**config.mk**
```make
export PLATFORM = sky130hd
export DESIGN_NAME = qnorm_div
export DESIGN_NICKNAME = d
export VERILOG_FILES = /design/src/sv/qnorm_pkg.sv /design/src/sv/qnorm_div.sv
export SDC_FILE = /design/constraint.sdc
export NUM_CORES = 2
export LEC_CHECK = 0
export BUFFER_PORTS_ARGS = -buffer_cell sky130_fd_sc_hd__buf_2
export CORE_MARGIN = 5
export CORE_UTILIZATION = 35
export CTS_CLUSTER_SIZE = 20
export DETAILED_ROUTE_END_ITERATION = 8
export PLACE_DENSITY = 0.58
export RECOVER_POWER = 50
export SLEW_MARGIN = 20
export SYNTH_ARGS = -nofsm -noshare
export SYNTH_HDL_FRONTEND = slang
export SYNTH_SLANG_ARGS = --single-unit
```
**constraint.sdc**
```tcl
create_clock -name clk -period 10.2 [get_ports clk]
set_input_delay 3.06 -clock clk [delete_from_list [all_inputs] [get_ports clk]]
set_output_delay 3.06 -clock clk [all_outputs]
set_load 0.02 [all_outputs]
```
**src/sv/qnorm_pkg.sv**
```systemverilog
package qnorm_pkg;

  localparam int FracBits  = 14;
  localparam int GuardBits = 8;
  localparam int PartW     = 16;
  localparam int SumW      = 34;
  localparam int SqW       = SumW + 2 * GuardBits;
  localparam int RootW     = SqW / 2;
  localparam int MagW      = 17;
  localparam int QuoW      = 16;
  localparam int NumW      = PartW + FracBits + GuardBits + 1;
  localparam int DivW      = RootW + 1;

  typedef logic signed [PartW-1:0] part_t;

  typedef struct packed {
    logic zero;
    logic unit;
    logic [3:0] neg;
  } flags_t;

endpackage

```
**src/sv/qnorm_div.sv**
```systemverilog
module qnorm_div (
  input  logic                      clk,
  input  logic                      en,
  input  logic [qnorm_pkg::NumW-1:0] num,
  input  logic [qnorm_pkg::DivW-1:0] den,
  output logic [qnorm_pkg::QuoW-1:0] quo
);
  import qnorm_pkg::*;

  localparam int Steps = QuoW;
  localparam int RemW  = DivW + 1;

  logic [RemW-1:0] rem_r [Steps+1];
  logic [NumW-1:0] n_r   [Steps+1];
  logic [DivW-1:0] d_r   [Steps+1];
  logic [QuoW-1:0] q_r   [Steps+1];

  // preload the numerator bits above the quotient; they stay below den
  always_comb begin
    rem_r[0] = RemW'(num[NumW-1:QuoW]);
    n_r[0]   = num;
    d_r[0]   = den;
    q_r[0]   = '0;
  end

  // one restoring quotient bit per stage, MSB first; quotient fits QuoW bits
  for (genvar s = 0; s < Steps; s++) begin : g_st
    logic [RemW-1:0] sh;
    logic [RemW:0]   df;
    always_comb begin
      sh = {rem_r[s][RemW-2:0], n_r[s][QuoW-1-s]};
      df = {1'b0, sh} - {2'b0, d_r[s]};
    end
    always_ff @(posedge clk) begin
      if (en) begin
        rem_r[s+1] <= df[RemW] ? sh : df[RemW-1:0];
        q_r[s+1]   <= {q_r[s][QuoW-2:0], ~df[RemW]};
        n_r[s+1]   <= n_r[s];
        d_r[s+1]   <= d_r[s];
      end
    end
  end

  assign quo = q_r[Steps];

endmodule

```
# [Word-level counts from Yosys, hierarchy flattened]
# Cells that the tools add are included.
# Widths: inputs -> output; s select.
[classes] n_addsub=16 muxes=15 bitwise=16
[ops] operator="$sub 27x26->28" n=15
[ops] operator="$mux 26" n=14
[ops] operator="$sub 24x26->27" n=1
[ops] operator="$mux 24" n=1
[ops] operator="$not 1->1" n=16
[totals] register_bits=1036 in_bits=67 out_inout_bits=16 wordCells=109

# [Logic depth before layout (Yosys ltp)]
[depth] ltp_word=2 mapped_depth=15 mapped_depth_nobuf=14

# [Worst setup path after synthesis]
# Ideal clock, no wire load.
[synth_timing] path_kind="input-to-reg" from="in num[15] in the netlist's numbering" to="reg rem_r, in the netlist g_st[1].sh[16] (data pin)" setup_time_ps=260 t_arrival_ps=6054 required_ps=9940 path_slack_ps=3886 stages=15 n_path_buf=1 cell_sequence="inv_1 > ha_1 > inv_1 > fa_1 > a21o_1 > a311o_1 > a21oi_2 > o21ai_1 > a21oi_1 > o22ai_1 > a41oi_2 > nor2b_1 > o31ai_4 > buf_4 > mux2_2"
[synth_between] elab_chain_len=2
[synth_lines] element="start, declared" line_no="qnorm_div.sv:4" source="input logic [qnorm_pkg::NumW-1:0] num,"
[synth_lines] element="$sub 24x26->27" line_no="qnorm_div.sv:32" source="df = {1'b0, sh} - {2'b0, d_r[s]};"
[synth_lines] element="$mux 24" line_no="qnorm_div.sv:36" source="rem_r[s+1] <= df[RemW] ? sh : df[RemW-1:0];"
[synth_lines] element="end signal, assigned by index" line_no="qnorm_div.sv:36"
[synth_lines] element="end, declared" line_no="qnorm_div.sv:13" source="logic [RemW-1:0] rem_r [Steps+1];"
# No other way between the ends.
# A chain may end at the register's enable or synchronous reset.

# [Final worst setup path]
[layout_timing] from="in en" to="reg n_r[556] in the netlist's numbering (enable)"
[layout_rtl] element="start, declared" line_no="qnorm_div.sv:3" source="input logic en,"
[layout_rtl] element="end signal, assigned by index" line_no="qnorm_div.sv:38" source="n_r[s+1] <= n_r[s];"
[layout_rtl] element="end, declared" line_no="qnorm_div.sv:14" source="logic [NumW-1:0] n_r [Steps+1];"
# No word-level cell between the ends.

==> impl_metrics.json <==
{
  "finalHoldViolations": 0,
  "layout_setup_ws_ns": 2.35,
  "root_buffer": "clkbuf_16",
  "drv_slew": 671,
  "cts_tree": "yes",
  "synth_common_cells": "edfxtp_1, inv_1, ha_1",
  "setup_viol": 0,
  "rsz0062_at_grt": "false",
  "max-cap-violations": 14,
  "grt.total_usage": 0.120,
  "gp_congestion": 0.888,
  "die_w_um": 409,
  "synth-async-reset-ratio": 0,
  "synth_ff_type": "edfxtp_1",
  "worst_slew_pin_slew_ns": 5.64,
  "outcome": "finished with violations",
  "synth_area_leaders": "edfxtp_1, ha_1, a21oi_1",
  "clk_pin_slew_ns": 0.06,
  "p_total_mw": 18.1,
  "p_leak_nw": 24.8,
  "fp.dieArea_um2": 167000,
  "post-cts-setup-buffers": 0,
  "clkPwrFrac": 0.218,
  "dpl.hpwl_um": 75900,
  "yosys_warnings": 0,
  "rrSetupSlack_ns": 4.98,
  "avgSynthCellArea_um2": 11.9,
  "tns_ns": 0,
  "cts_inserted_buffers": 111,
  "startpoint_type": "primary input",
  "hold_path.class": "register to register",
  "multi_input_area_um2": 22000,
  "crit_chain": "buf_8 > clkdlybuf4s25_1",
  "yosysSeqAreaShare": 0.560,
  "start_util": 0.351,
  "power.switching_mw": 6.32,
  "seq_area_um2": 31100,
  "yosysUniqueCellTypes": 86,
  "syn_area_um2": 55600,
  "grt_max_degree": 195,
  "path_class": "primary input to register",
  "die_h_um": 409,
  "cts.htree.levels": 3,
  "rows": 146,
  "p_per_area_nw_per_um2": 293,
  "internal-power_mw": 11.8,
  "p_seq_frac": 0.367,
  "port_buffers": 82,
  "r2r_end": "g_st[8].sh[21]",
  "nFillCells": 14900,
  "cts_hold_buffers": 0,
  "routedWlPerCell_um": 14.8,
  "core_area_um2": 158000,
  "synth_top_area_share": 0.560,
  "fmax_mhz": 127,
  "ff2ff_path_depth": 13,
  "cts.sink_count": 1036,
  "syn_inst": 4666,
  "r2r-start": "d_r[241]",
  "slowest_delay_ns": 4.21,
  "clockBufferDepth": 3,
  "path_buf_inv": 2,
  "final_core_utilization": 0.391,
  "grt-ovfl-total": 0,
  "finClkSkew_ns": 0.0513,
  "drtIter0Drc": 1529,
  "synth_edf_count": 1036,
  "viasPerCell": 4.94,
  "insertion_delay_ns": 0.73,
  "synth.most_common_cell": "edfxtp_1",
  "ios": 83,
  "drive_gt1_frac": 0.0874,
  "grt_pass1_wl_um": 168000,
  "worstPathMaxFanout": 124,
  "drt_wl_total_um": 102000,
  "cp_top_family": "buffers and inverters",
  "pre_cts_slack_ns": 3.21,
  "arrival_ns": 8.02,
  "ys_ff_latch": 1036,
  "min_from": "n_r[475]",
  "cp-end-kind": "register",
  "post-synth-top-area-cell": "edfxtp_1",
  "fin_crit_sh": 0.770,
  "antenna_found_initial": 1,
  "cp_slowest_cell": "clkdlybuf4s25_1",
  "min_period_ns": 7.85,
  "drc": 0,
  "netSwitchingFraction": 0.349,
  "hold_path_end": "n_r[436]",
  "synth_fp_nets": 5161,
  "cts-resized-gates": 0,
  "vias": 34300,
  "fin_nets": 5277,
  "detail-route-antenna-nets": 0,
  "first_global_vias": 34800,
  "combPwrFrac": 0.415,
  "area_delta_synth_final_pct": 11.2,
  "slew-limit-headroom": -2.76,
  "firstDrtPassIters": 5,
  "failed_checks": "max-capacitance violations, max-slew violations",
  "required_ns": 10.37,
  "peakVddDrop_v": 0.000143,
  "hold_depth": 0
}
-- layout by cell type, fill, tap and decap left out, types with 59 or more instances in the layout --
master,count
nand2_1,253
inv_1,513
mux2_2,143
xnor2_1,193
o21ai_0,283
nor2_1,265
clkbuf_16,112
xor2_1,120
a21o_1,194
ha_1,413
buf_2,59
a21oi_1,398
edfxtp_1,1036
-- area by class of cell --
type,count,area share
flip-flops and latches,1036,0.503
multi-input cells,3009,0.356
clock buffers,134,0.0467
well taps,2072,0.0419
inverters,514,0.0312
clock inverters,70,0.0115
repair buffers,110,0.00921
diodes,1,0.0000405
-- power groups by stage --
| stage | sequential [mW] | clock [mW] | combinational [mW] |
|---|---|---|---|
| CTS | 6.66 | 4.11 | 7.56 |
| floorplan | 6.52 | 0 | 5.99 |
| finish | 6.66 | 3.95 | 7.52 |
| detailed placement | 6.74 | 0 | 7.50 |
| global route | 6.77 | 4.27 | 8.42 |
| global placement | 6.73 | 0 | 7.38 |
-- flip-flops by register name, summed over array words and instances (netlist names) --
register  count
n_r         105
quo          16
g_st.sh     405
q_r         120
d_r         390
-- cell families after synthesis --
kind of cell,share of synthesized area
multiplexers,0.0386
buffers and inverters,0.0442
adder cells (fa/ha/maj),0.0983
flip-flops,0.560
other,0.0000675
AND/OR/NAND/NOR,0.0736
XOR/XNOR,0.0493
AO/OA/AOI/OAI,0.136
-- worst max-delay path by stage --
| stage | startpoint | end | slack (ns) | cells past startpoint |
|---|---|---|---|---|
| detailed placement | num[15] | g_st[1].sh[11] | 3.21 | 16 |
| finish | en | n_r[556] | 2.35 | 2 |
| CTS | num[15] | g_st[1].sh[15] | 3.99 | 16 |
| global placement | num[15] | g_st[1].sh[5] | 3.25 | 16 |
| floorplan | num[15] | g_st[1].sh[16] | 3.89 | 15 |
| global route | en | d_r[286] | 1.93 | 2 |
-- through the flow --
stage	area, um2	std cells	hold WS, ns
2_1_floorplan	55600	4666	0.400
3_3_place_gp	58400	6741	0.401
3_5_place_dp	58400	6741	0.405
4_1_cts	62000	6945	0.395
5_1_grt	61800	6945	0.421
6_report	61800	6946	0.403
-- routing by layer --
metal,part of all wire,up-vias,GRT usage
li1,-,17300,-
met1,0.40,16100,0.127
met2,0.52,573,0.227
met3,0.031,287,0.0208
met4,0.053,2,0.0596
met5,0.000088,-,0
Power figures use the tool's default switching activity.
